<file path="src/rtl/tlc_pkg.sv">
// Shared types, codes and reset values of the two-way traffic light controller.
package tlc_pkg;

    // Phase codes
    localparam logic [2:0] PH_BEGIN = 3'd0;
    localparam logic [2:0] PH_RG    = 3'd1;
    localparam logic [2:0] PH_RY    = 3'd2;
    localparam logic [2:0] PH_GR    = 3'd3;
    localparam logic [2:0] PH_YR    = 3'd4;
    localparam logic [2:0] PH_ER    = 3'd5;
    localparam logic [2:0] PH_EG    = 3'd6;
    localparam logic [2:0] PH_EY    = 3'd7;

    // Lamp color codes
    localparam logic [1:0] C_DARK = 2'd0;
    localparam logic [1:0] C_RED  = 2'd1;
    localparam logic [1:0] C_YEL  = 2'd2;
    localparam logic [1:0] C_GRN  = 2'd3;

    // Configuration register indexes
    localparam logic [2:0] REG_TICK_PERIOD   = 3'd0;
    localparam logic [2:0] REG_BLINK_PERIOD  = 3'd1;
    localparam logic [2:0] REG_BLINK_ON      = 3'd2;
    localparam logic [2:0] REG_EDIT_CEIL     = 3'd3;
    localparam logic [2:0] REG_EDIT_FLOOR    = 3'd4;
    localparam logic [2:0] REG_DEF_RED       = 3'd5;
    localparam logic [2:0] REG_DEF_GREEN     = 3'd6;
    localparam logic [2:0] REG_DEF_YELLOW    = 3'd7;

    // Configuration reset values
    localparam logic [7:0] RST_TICK_PERIOD  = 8'd21;
    localparam logic [7:0] RST_BLINK_PERIOD = 8'd20;
    localparam logic [7:0] RST_BLINK_ON     = 8'd10;
    localparam logic [6:0] RST_EDIT_CEIL    = 7'd99;
    localparam logic [6:0] RST_EDIT_FLOOR   = 7'd1;
    localparam logic [6:0] RST_DEF_RED      = 7'd5;
    localparam logic [6:0] RST_DEF_GREEN    = 7'd3;
    localparam logic [6:0] RST_DEF_YELLOW   = 7'd2;

    // Stored durations are seconds minus one.
    localparam logic [6:0] RST_RED_DUR    = 7'd4;
    localparam logic [6:0] RST_GREEN_DUR  = 7'd2;
    localparam logic [6:0] RST_YELLOW_DUR = 7'd1;

    localparam logic [6:0] SHOW_MAX = 7'd99;

    localparam int unsigned IN_TDATA_W  = 8;
    localparam int unsigned OUT_TDATA_W = 24;

    typedef struct packed {
        logic [7:0] tick_period;
        logic [7:0] blink_period;
        logic [7:0] blink_on_ticks;
        logic [6:0] edit_ceil;
        logic [6:0] edit_floor;
        logic [6:0] default_red_s;
        logic [6:0] default_green_s;
        logic [6:0] default_yellow_s;
    } t_cfg;

    typedef struct packed {
        logic [1:0] light1_color;
        logic [1:0] light2_color;
        logic [6:0] display1;
        logic [6:0] display2;
        logic       manual_mode;
        logic       timing_error;
        logic [2:0] phase;
    } t_result;

endpackage

</file>
<file path="src/rtl/tlc_cfg_regs.sv">
// Configuration register file of the traffic light controller.
module tlc_cfg_regs
    import tlc_pkg::*;
(
    input  logic       i_clk,
    input  logic       i_rst_n,
    input  logic       i_cfg_valid,
    output logic       o_cfg_ready,
    input  logic [2:0] i_cfg_addr,
    input  logic [7:0] i_cfg_data,
    output t_cfg       o_cfg
);

    t_cfg r_cfg;

    // Writes are always taken.
    assign o_cfg_ready = 1'b1;
    assign o_cfg       = r_cfg;

    always_ff @(posedge i_clk) begin
        if (!i_rst_n) begin
            r_cfg.tick_period      <= RST_TICK_PERIOD;
            r_cfg.blink_period     <= RST_BLINK_PERIOD;
            r_cfg.blink_on_ticks   <= RST_BLINK_ON;
            r_cfg.edit_ceil        <= RST_EDIT_CEIL;
            r_cfg.edit_floor       <= RST_EDIT_FLOOR;
            r_cfg.default_red_s    <= RST_DEF_RED;
            r_cfg.default_green_s  <= RST_DEF_GREEN;
            r_cfg.default_yellow_s <= RST_DEF_YELLOW;
        end else if (i_cfg_valid) begin
            unique case (i_cfg_addr)
                REG_TICK_PERIOD:  r_cfg.tick_period      <= i_cfg_data;
                REG_BLINK_PERIOD: r_cfg.blink_period     <= i_cfg_data;
                REG_BLINK_ON:     r_cfg.blink_on_ticks   <= i_cfg_data;
                REG_EDIT_CEIL:    r_cfg.edit_ceil        <= i_cfg_data[6:0];
                REG_EDIT_FLOOR:   r_cfg.edit_floor       <= i_cfg_data[6:0];
                REG_DEF_RED:      r_cfg.default_red_s    <= i_cfg_data[6:0];
                REG_DEF_GREEN:    r_cfg.default_green_s  <= i_cfg_data[6:0];
                default:          r_cfg.default_yellow_s <= i_cfg_data[6:0];
            endcase
        end
    end

endmodule

</file>
<file path="src/rtl/tlc_step.sv">
// Controller state and the single-pass next-state and result logic for one tick.
module tlc_step
    import tlc_pkg::*;
(
    input  logic    i_clk,
    input  logic    i_rst_n,
    input  t_cfg    i_cfg,
    input  logic    i_fire,
    input  logic    i_mode,
    input  logic    i_inc,
    input  logic    i_set,
    output t_result o_result
);

    logic [2:0] r_phase,  n_phase;
    logic [7:0] r_div,    n_div;
    logic [7:0] r_blink,  n_blink;
    logic [7:0] r_cd1,    n_cd1;
    logic [7:0] r_cd2,    n_cd2;
    logic [6:0] r_red,    n_red;
    logic [6:0] r_green,  n_green;
    logic [6:0] r_yellow, n_yellow;
    logic [6:0] r_edit,   n_edit;
    logic       r_manual, n_manual;

    logic [7:0] tp;
    logic [7:0] bp;
    logic [8:0] div_sum;
    logic [8:0] blink_sum;
    logic [7:0] blink_wrap;
    logic       sec;
    logic       run;
    logic [7:0] cd1_dec;
    logic [7:0] cd2_dec;
    logic [6:0] ev_p1;
    logic [6:0] ev_after;
    logic [6:0] dur_set;
    logic [7:0] dur_sum;
    logic       err;
    logic       lit;
    logic [1:0] c1;
    logic [1:0] c2;

    function automatic logic [6:0] show_signed(input logic [7:0] v);
        logic [6:0] res;
        if (v[7]) begin
            res = '0;
        end else if (v[6:0] > SHOW_MAX) begin
            res = SHOW_MAX;
        end else begin
            res = v[6:0];
        end
        return res;
    endfunction

    always_comb begin
        // Periods of zero behave as one.
        tp = (i_cfg.tick_period  == 8'd0) ? 8'd1 : i_cfg.tick_period;
        bp = (i_cfg.blink_period == 8'd0) ? 8'd1 : i_cfg.blink_period;

        div_sum    = {1'b0, r_div} + 9'd1;
        n_div      = (div_sum >= {1'b0, tp}) ? 8'd0 : div_sum[7:0];
        sec        = (n_div >= (tp - 8'd1));
        blink_sum  = {1'b0, r_blink} + 9'd1;
        blink_wrap = (blink_sum >= {1'b0, bp}) ? 8'd0 : blink_sum[7:0];

        run     = (r_phase >= PH_RG) && (r_phase <= PH_YR);
        cd1_dec = (sec && run) ? (r_cd1 - 8'd1) : r_cd1;
        cd2_dec = (sec && run) ? (r_cd2 - 8'd1) : r_cd2;

        // Edit buttons: increment with wrap, then set stores value minus one.
        ev_p1    = r_edit + 7'd1;
        ev_after = i_inc ? ((ev_p1 > i_cfg.edit_ceil) ? i_cfg.edit_floor : ev_p1) : r_edit;
        dur_set  = ev_after - 7'd1;

        dur_sum = {1'b0, r_green} + {1'b0, r_yellow} + 8'd1;

        n_phase  = r_phase;
        n_blink  = blink_wrap;
        n_cd1    = cd1_dec;
        n_cd2    = cd2_dec;
        n_red    = r_red;
        n_green  = r_green;
        n_yellow = r_yellow;
        n_edit   = r_edit;
        n_manual = r_manual;
        err      = 1'b0;

        unique case (r_phase)
            PH_BEGIN: begin
                if ({1'b0, r_red} != dur_sum) begin
                    n_red    = i_cfg.default_red_s - 7'd1;
                    n_green  = i_cfg.default_green_s - 7'd1;
                    n_yellow = i_cfg.default_yellow_s - 7'd1;
                    err      = 1'b1;
                end
                n_phase = PH_RG;
                n_cd1   = {1'b0, n_red};
                n_cd2   = {1'b0, n_green};
            end
            PH_RG, PH_RY, PH_GR, PH_YR: begin
                if (i_mode) begin
                    n_manual = 1'b1;
                    n_edit   = r_red + 7'd1;
                    n_phase  = PH_ER;
                    n_blink  = 8'd0;
                end else if (sec) begin
                    unique case (r_phase)
                        PH_RG: begin
                            if (cd2_dec[7]) begin
                                n_phase = PH_RY;
                                n_cd2   = {1'b0, r_yellow};
                            end
                        end
                        PH_RY: begin
                            if (cd1_dec[7]) begin
                                n_phase = PH_GR;
                                n_cd1   = {1'b0, r_green};
                                n_cd2   = {1'b0, r_red};
                            end
                        end
                        PH_GR: begin
                            if (cd1_dec[7]) begin
                                n_phase = PH_YR;
                                n_cd1   = {1'b0, r_yellow};
                            end
                        end
                        default: begin
                            if (cd2_dec[7]) begin
                                n_phase = PH_RG;
                                n_cd1   = {1'b0, r_red};
                                n_cd2   = {1'b0, r_green};
                            end
                        end
                    endcase
                end
            end
            PH_ER: begin
                n_edit = ev_after;
                if (i_set) begin
                    n_red = dur_set;
                end
                if (i_mode) begin
                    n_phase = PH_EG;
                    n_edit  = r_green + 7'd1;
                    n_blink = 8'd0;
                end
            end
            PH_EG: begin
                n_edit = ev_after;
                if (i_set) begin
                    n_green = dur_set;
                end
                if (i_mode) begin
                    n_phase = PH_EY;
                    n_edit  = r_yellow + 7'd1;
                    n_blink = 8'd0;
                end
            end
            default: begin
                n_edit = ev_after;
                if (i_set) begin
                    n_yellow = dur_set;
                end
                if (i_mode) begin
                    n_manual = 1'b0;
                    n_phase  = PH_BEGIN;
                    n_blink  = 8'd0;
                end
            end
        endcase

        lit = (n_blink < i_cfg.blink_on_ticks);
        unique case (n_phase)
            PH_RG:   begin c1 = C_RED;  c2 = C_GRN;  end
            PH_RY:   begin c1 = C_RED;  c2 = C_YEL;  end
            PH_GR:   begin c1 = C_GRN;  c2 = C_RED;  end
            PH_YR:   begin c1 = C_YEL;  c2 = C_RED;  end
            PH_ER:   begin c1 = lit ? C_RED : C_DARK; c2 = c1; end
            PH_EG:   begin c1 = lit ? C_GRN : C_DARK; c2 = c1; end
            PH_EY:   begin c1 = lit ? C_YEL : C_DARK; c2 = c1; end
            default: begin c1 = C_DARK; c2 = C_DARK; end
        endcase

        o_result.light1_color = c1;
        o_result.light2_color = c2;
        if (n_manual) begin
            o_result.display1 = show_signed({1'b0, n_edit});
            o_result.display2 = show_signed({1'b0, n_edit});
        end else begin
            o_result.display1 = show_signed(n_cd1);
            o_result.display2 = show_signed(n_cd2);
        end
        o_result.manual_mode  = n_manual;
        o_result.timing_error = err;
        o_result.phase        = n_phase;
    end

    always_ff @(posedge i_clk) begin
        if (!i_rst_n) begin
            r_phase  <= PH_BEGIN;
            r_div    <= '0;
            r_blink  <= '0;
            r_cd1    <= '0;
            r_cd2    <= '0;
            r_red    <= RST_RED_DUR;
            r_green  <= RST_GREEN_DUR;
            r_yellow <= RST_YELLOW_DUR;
            r_edit   <= '0;
            r_manual <= 1'b0;
        end else if (i_fire) begin
            r_phase  <= n_phase;
            r_div    <= n_div;
            r_blink  <= n_blink;
            r_cd1    <= n_cd1;
            r_cd2    <= n_cd2;
            r_red    <= n_red;
            r_green  <= n_green;
            r_yellow <= n_yellow;
            r_edit   <= n_edit;
            r_manual <= n_manual;
        end
    end

    // The edit flag is set exactly in the three edit phases.
    a_manual_phase: assert property (@(posedge i_clk) disable iff (!i_rst_n)
        r_manual == (r_phase >= PH_ER))
        else $error("edit flag disagrees with phase");

    // A tick taken in the begin phase always starts the red/green phase.
    a_begin_to_rg: assert property (@(posedge i_clk) disable iff (!i_rst_n)
        (i_fire && r_phase == PH_BEGIN) |=> (r_phase == PH_RG))
        else $error("begin phase did not start red/green");

    // Countdowns only move when a tick is taken.
    a_cd_hold: assert property (@(posedge i_clk) disable iff (!i_rst_n)
        !i_fire |=> ($stable(r_cd1) && $stable(r_cd2) && $stable(r_phase)))
        else $error("state changed without a tick");

endmodule

</file>
<file path="src/rtl/tlc_out_skid.sv">
// Output register with a skid stage for the result words.
module tlc_out_skid
    import tlc_pkg::*;
(
    input  logic    i_clk,
    input  logic    i_rst_n,
    input  logic    i_valid,
    output logic    o_ready,
    input  t_result i_data,
    output logic    o_valid,
    input  logic    i_ready,
    output t_result o_data
);

    logic    r_out_valid;
    logic    r_skid_valid;
    t_result r_out;
    t_result r_skid;
    logic    in_fire;
    logic    out_free;

    assign o_ready  = !r_skid_valid;
    assign o_valid  = r_out_valid;
    assign o_data   = r_out;
    assign in_fire  = i_valid && !r_skid_valid;
    assign out_free = !r_out_valid || i_ready;

    always_ff @(posedge i_clk) begin
        if (!i_rst_n) begin
            r_out_valid  <= 1'b0;
            r_skid_valid <= 1'b0;
        end else if (out_free) begin
            if (r_skid_valid) begin
                r_out_valid  <= 1'b1;
                r_skid_valid <= 1'b0;
            end else begin
                r_out_valid <= in_fire;
            end
        end else if (in_fire) begin
            r_skid_valid <= 1'b1;
        end
    end

    always_ff @(posedge i_clk) begin
        if (out_free) begin
            if (r_skid_valid) begin
                r_out <= r_skid;
            end else if (in_fire) begin
                r_out <= i_data;
            end
        end else if (in_fire) begin
            r_skid <= i_data;
        end
    end

    // The skid stage only fills behind a full output register.
    a_skid_order: assert property (@(posedge i_clk) disable iff (!i_rst_n)
        r_skid_valid |-> r_out_valid)
        else $error("skid word held while output register empty");

endmodule

</file>
<file path="src/rtl/two_way_traffic_light_controller_core.sv">
// Top level of the two-way traffic light controller core.
//
//  Channel   Direction  Word contents (lowest bit first)
//  s_axis    in         tdata: mode_press, inc_press, set_press, zero fill
//  m_axis    out        tdata: light1_color, light2_color, display1, display2,
//                              timing_error, phase, zero fill; tuser: manual_mode
//  cfg       in         i_cfg_addr register index, i_cfg_data value
//
// Each input word is one 50 ms tick. The controller state is updated in the
// same clock edge that accepts the word, and the result word is registered
// into the output stage at that edge. One word can be accepted in every
// cycle while s_axis_tready is high. A two-entry output stage (output
// register plus skid register) keeps s_axis_tready high while a finished
// result waits for m_axis_tready; tready drops only when both entries hold
// words. i_rst_n is synchronous and active low; it restores the state and
// all configuration registers. Configuration writes are always accepted.
module two_way_traffic_light_controller_core
    import tlc_pkg::*;
(
    input  logic                   i_clk,
    input  logic                   i_rst_n,
    // tdata: [0] mode_press, [1] inc_press, [2] set_press, [7:3] zero
    input  logic                   s_axis_tvalid,
    output logic                   s_axis_tready,
    input  logic [IN_TDATA_W-1:0]  s_axis_tdata,
    // tdata: [1:0] light1_color, [3:2] light2_color, [10:4] display1,
    //        [17:11] display2, [18] timing_error, [21:19] phase, [23:22] zero
    output logic                   m_axis_tvalid,
    input  logic                   m_axis_tready,
    output logic [OUT_TDATA_W-1:0] m_axis_tdata,
    // tuser: [0] manual_mode
    output logic                   m_axis_tuser,
    input  logic                   i_cfg_valid,
    output logic                   o_cfg_ready,
    input  logic [2:0]             i_cfg_addr,
    input  logic [7:0]             i_cfg_data
);

    t_cfg    cfg;
    t_result step_result;
    t_result out_result;
    logic    in_fire;

    // A tick word is taken whenever the output stage has room.
    assign in_fire = s_axis_tvalid && s_axis_tready;

    tlc_cfg_regs u_cfg_regs (
        .i_clk       (i_clk),
        .i_rst_n     (i_rst_n),
        .i_cfg_valid (i_cfg_valid),
        .o_cfg_ready (o_cfg_ready),
        .i_cfg_addr  (i_cfg_addr),
        .i_cfg_data  (i_cfg_data),
        .o_cfg       (cfg)
    );

    // Controller state and the whole per-tick update.
    tlc_step u_step (
        .i_clk    (i_clk),
        .i_rst_n  (i_rst_n),
        .i_cfg    (cfg),
        .i_fire   (in_fire),
        .i_mode   (s_axis_tdata[0]),
        .i_inc    (s_axis_tdata[1]),
        .i_set    (s_axis_tdata[2]),
        .o_result (step_result)
    );

    tlc_out_skid u_out (
        .i_clk   (i_clk),
        .i_rst_n (i_rst_n),
        .i_valid (s_axis_tvalid),
        .o_ready (s_axis_tready),
        .i_data  (step_result),
        .o_valid (m_axis_tvalid),
        .i_ready (m_axis_tready),
        .o_data  (out_result)
    );

    // Pack the result word; the edit flag travels on tuser.
    assign m_axis_tdata = {2'b00,
                           out_result.phase,
                           out_result.timing_error,
                           out_result.display2,
                           out_result.display1,
                           out_result.light2_color,
                           out_result.light1_color};
    assign m_axis_tuser = out_result.manual_mode;

endmodule
</file>
<file path="config.mk">
export PLATFORM = sky130hd
export DESIGN_NAME = two_way_traffic_light_controller_core
export DESIGN_NICKNAME = d
export VERILOG_FILES = /design/src/rtl/tlc_pkg.sv /design/src/rtl/tlc_cfg_regs.sv /design/src/rtl/tlc_step.sv /design/src/rtl/tlc_out_skid.sv /design/src/rtl/two_way_traffic_light_controller_core.sv
export SDC_FILE = /design/constraint.sdc
export NUM_CORES = 1
export LEC_CHECK = 0
export ABC_AREA = 1
export CAP_MARGIN = 20
export CORE_MARGIN = 4
export CORE_UTILIZATION = 30
export DETAILED_ROUTE_END_ITERATION = 8
export DONT_BUFFER_PORTS = 1
export SLEW_MARGIN = 20
export SYNTH_ARGS = -nofsm -noshare
export SYNTH_HDL_FRONTEND = slang
export SYNTH_SLANG_ARGS = --single-unit
export TNS_END_PERCENT = 20
</file>
<file path="constraint.sdc">
create_clock -name i_clk -period 10.3 [get_ports i_clk]
set_input_delay 0.515 -clock i_clk [delete_from_list [all_inputs] [get_ports i_clk]]
set_output_delay 0.515 -clock i_clk [all_outputs]
set_load 0.01 [all_outputs]
</file>
* Word level (Yosys, flattened, before mapping)
Cells that the tools add are included.
** Storage, ports and cells
- Output and inout port bits :: 28
- Logic and storage cells :: 185
- Flip-flop bits (word level) :: 171
** Operators by class
- Muxes and demuxes :: 65
- Reductions and logical operators :: 34
- Equality and inequality tests :: 23
- Bitwise operators :: 4
- $lt $le $gt $ge :: 10
- Add/subtract/negate cells :: 15
** Operators by type and width (count)
- $mux 7 :: 18
- $mux 8 :: 14
- $pmux 8 s3 :: 2
- $mux 23 :: 2
- $pmux 7 s2 :: 3
- $pmux 8 s2 :: 2
- $eq 3x3->1 const B :: 10
- $add 7x1->7 const B :: 4
- $pmux 7 s4 :: 1
- $sub 7x1->7 const B :: 4
- $mux 3 :: 9
- $pmux 2 s6 :: 2
- $sub 8x1->8 const B :: 3
- $gt 7x7->1 const B :: 3
- $reduce_and 2->1 :: 10
- $add 8x1->9 const B :: 2
- $eq 3x2->1 const B :: 6
- $ge 9x8->1 :: 2
- $logic_not 8->1 :: 2
- $mux 14 :: 1
- $pmux 3 s4 :: 1
- $eq 3x1->1 const B :: 3
- $pmux 3 s3 :: 1
- $add 7x7->8 :: 1
- other kinds (25) :: 45

* Longest topological paths before layout
- Depth after elaboration :: 18
- Gate-level depth with buffers :: 42
- Mapped depth without buffers :: 41

* Modules after synthesis
Synthesis repeated with hierarchy kept, for this count alone.
** Unflattened totals
- Cells, all modules :: 1747
- Area, all modules :: 11840.1 um2
** By module, submodules not included
- tlc_step :: area an instance 7694.9 um2, sequential area each 1281.2 um2, times used 1, cells an instance 1278
- tlc_cfg_regs :: area an instance 2307.2 um2, sequential area each 1181.1 um2, times used 1, cells an instance 332
- tlc_out_skid :: area an instance 1811.7 um2, sequential area each 1421.4 um2, times used 1, cells an instance 132
- two_way_traffic_light_controller_core :: area an instance 26.3 um2, sequential area each 0.0 um2, times used 1, cells an instance 5

* Worst setup path after synthesis
OpenSTA, ideal clock, no wires.
- Path type :: register to register
- Start point :: register u_step.r_div[0]
- End point :: register u_out.r_out (netlist bit u_out.o_data[12]), data pin
- Period minus slack after synthesis :: 4.760 ns
- Stages on the path, launching flop included :: 37
- Path buffers :: 1
- Setup slack :: 5.540 ns
- Arrival :: 4.508 ns
- Cells stage by stage :: dfxtp_1 ha_1 nand2_1 inv_1 nand2_1 nor3b_1 xnor2_1 inv_1 ha_1 nand2_1 and3b_1 a221oi_1 o21ai_0 nand2_1 nand3_1 or2_2 ha_1 nand2_1 nor2_1 nor2_1 nand2_1 nand2_1 nand2_2 inv_1 nor2_1 buf_2 nand3_1 nand2_1 nand2_1 a21oi_2 nand3_1 nand3_1 nand2_1 nand2_1 nand2_1 nand2_1 nand2_1
** RTL lines
- start, declared :: RTL line tlc_step.sv:16 : logic [7:0] r_div, n_div;
- start signal, assigned :: RTL line tlc_step.sv:213 : r_div <= n_div;
- end signal, assigned :: RTL line tlc_out_skid.sv:47 : r_out <= r_skid;
- end signal, assigned :: RTL line tlc_out_skid.sv:49 : r_out <= i_data;
- end, declared :: RTL line tlc_out_skid.sv:17 : t_result r_out;

==> metrics.txt <==
element type at the critical path start register; period utilization 60.0%; slowest stage delay, CP 0.41 ns; global-route wire length before repair 56,800 um; Final setup viols 0; Routed Antenna Nets 0; CTS clock-pin slew for the worst setup and hold paths 0.06 ns; CTS buffer count 17; Post-synth EDFFs 46; post-detail-place hpwl 26,500 um; switching pwr about 0.73 mW; final setup skew 0.0120 ns; CTS Root Cell clkbuf_16; syn avg cell area 6.96 um2; main area contributors after synthesis dfxtp_1 (22%), nand2_1 (13%), edfxtp_1 (12%); Clock Sinks 171; max-slew violations 0; Post-Place Cells 2,081; H-tree levels 4; routed via count 10.7k; Post-Layout Cell Count around 2.1k; GRT Total Usage 17.3%; GPL Wtd Cong 0.926; setup_tns 0 ns; combinational cell fraction of total power 27.6%; DRC viols 0; P per Cell Area between 150 and 200 nW/um2; # resized after CTS 0; initial antenna violation count 1; GRT Residual Overflow 0; CP arrival 6.36 ns; crit path max-delay cell type dfxtp_1; Mapped Cells between 1.5k and 2k; top cell type's share of synthesized area between 20% and 30%; static leakage 5.55 nW; WP data required 10.48 ns; number of port buffers 0; Area Overhead vs Synth 8.57%; Warnings, synthesis 0; min Tclk post-route 6.18 ns; crit path capture type register; die width 202 um; Worst-Skew Late Latency 0.44 ns; drt first pass iters 5; worst hold path class in2reg; Vias/cell 5.04; RSZ-0062 raised after global routing false; sequential share of power 41.3%; I/O pin count 52; status finished, final reports clean; critical path class reg2reg; Routed wire per std cell 16.7 um; maximum fanout along the worst path 18; MaxCap Viol Count 0; ratio of cells with drive above 1 in the final layout about 5.2%; vias in the first global route 10.3k; WL final 35,400 um; Post-CTS Setup Inserts 0; number of synthesized register bits 171; die area approximately 40,000 um2; # rows 70; Core Region 37,000 um2; # nets final 1,679; pin count of the biggest net entering global routing 93; P_int 1.26 mW; ys async rst share 0%; antenna cell count 0; Worst VDD drop 111 uV; post-synth top area cell dfxtp_1; Iter 0 DRT Violations a little over 700; post-synth cell types just under 60; final hold violation count 0; Peak Freq 0.162 GHz; most frequent cells after synthesis nand2_1 (391), inv_1 (207), nor2_1 (139); flop2flop setup slack 4.12 ns; Max-slew headroom between 40% and 50%; most instantiated library cell after synthesis nand2_1; CTS tree built; Tightest Pin Transition 0.838 ns; DIE HEIGHT 202 um; ys flop type dfxtp_1; CTS Hold Bufs 0; Mapped Area ~11,000 um2; CTS max path bufs 2; Net Sw Frac 36.6%; Clk pwr share 31.1%; Starting Density 30.6%; CP most frequent cell nand2_1; sequential share of the synthesized area 34.3%
stage by stage:
step	util (%)	setup slack, ns	power (mW)	hold slack (ns)	instance area (um2)
floorplan	-	5.54	1.22	0.424	11300
global placement	31.8	4.31	1.36	0.445	11700
detailed placement	31.8	4.24	1.37	0.450	11700
CTS	33.2	4.20	1.99	0.148	12300
global route	33.3	3.51	2.10	0.153	12300
finish	33.3	4.12	1.98	0.165	12300
cell type report:
cell class              instances  area, um2
clock buffers                  21        450
clock inverters                11       97.6
fillers                      4084      24700
inverters                     224        845
multi-input cells            1177       6350
flip-flops and latches        171       3880
well taps                     504        631
repair buffers                  5       37.5
metal layers:
metal  part of all wire, %  GRT usage [%]  vias to the layer above
met3                   5.4           3.05                       42
li1                      -              -                     5321
met1                    47           23.1                     4982
met5                     0              0                        -
met2                    46           28.6                      314
met4                   1.9           5.07                        0
sequential cells by signal, indices dropped and copies added (netlist names):
signal              cells
u_cfg_regs.o_cfg       59
u_out.o_data           23
u_out.o_valid           1
u_out.r_skid           23
u_out.r_skid_valid      1
u_step.r_blink          8
u_step.r_cd1            8
u_step.r_cd2            8
u_step.r_div            8
u_step.r_edit           7
u_step.r_green          7
u_step.r_manual         1
u_step.r_phase          3
u_step.r_red            7
u_step.r_yellow         7
path summary, 6_finish.rpt:
path | from | end | cells after the start
max | u_step.r_div[0] | u_out.o_data[5] | 37
max reg2reg | u_step.r_div[0] | u_out.o_data[5] | 37
min | i_rst_n | u_cfg_regs.o_cfg[21] | 1
min reg2reg | u_cfg_regs.o_cfg[32] | u_cfg_regs.o_cfg[32] | 2
critical path, delay by kind of cell (launching register included):
kind	cells	cell delay (ns)
adder cells (fa/ha/maj)	3	0.78
buffers and inverters	3	0.19
flip-flops	1	0.41
AND/OR/NAND/NOR	27	3.66
XOR/XNOR	1	0.19
AO/OA/AOI/OAI	3	0.64
cell usage in the layout (no fill, tap or decap), types with 8 or more instances in the layout:
cell | Yosys | final
nand4_1 | 17 | 17
o22ai_1 | 11 | 11
inv_2 | 8 | 8
edfxtp_1 | 46 | 46
o21ai_0 | 130 | 130
clkinv_1 | 7 | 8
inv_1 | 207 | 207
o21ai_1 | 8 | 8
clkbuf_16 | 0 | 17
xnor2_1 | 15 | 15
nand2_1 | 391 | 391
o211ai_1 | 32 | 32
dfxtp_1 | 125 | 125
nor2_1 | 139 | 136
xor2_1 | 43 | 43
nand3_1 | 98 | 98
nand3b_1 | 8 | 8
a31oi_1 | 12 | 12
ha_1 | 58 | 58
a21oi_1 | 125 | 125
nor3_1 | 15 | 15
cells by family (layout without fill, tap and decap cells):
| logic type | count (synthesis) | after routing | share of synthesized area (%) |
|---|---|---|---|
| fa+ha+maj | 59 | 59 | 6.59 |
| simple gates | 708 | 708 | 27.3 |
| buf+inv | 280 | 261 | 9.86 |
| other cells | 2 | 3 | 0.0663 |
| compound gates | 349 | 349 | 17.4 |
| flops | 171 | 171 | 34.3 |
| xor+xnor | 58 | 58 | 4.49 |
power by group through the flow:
stage                     sequential (mW)  combinational, mW  clock [mW]
final                               0.818              0.548       0.617
after global routing                0.824              0.617       0.656
after CTS                           0.818              0.540       0.631
after detailed placement            0.833              0.535           0
after global placement              0.832              0.529           0
after floorplan                     0.806              0.409           0
No activity file was read; power rests on OpenSTA's default activity.
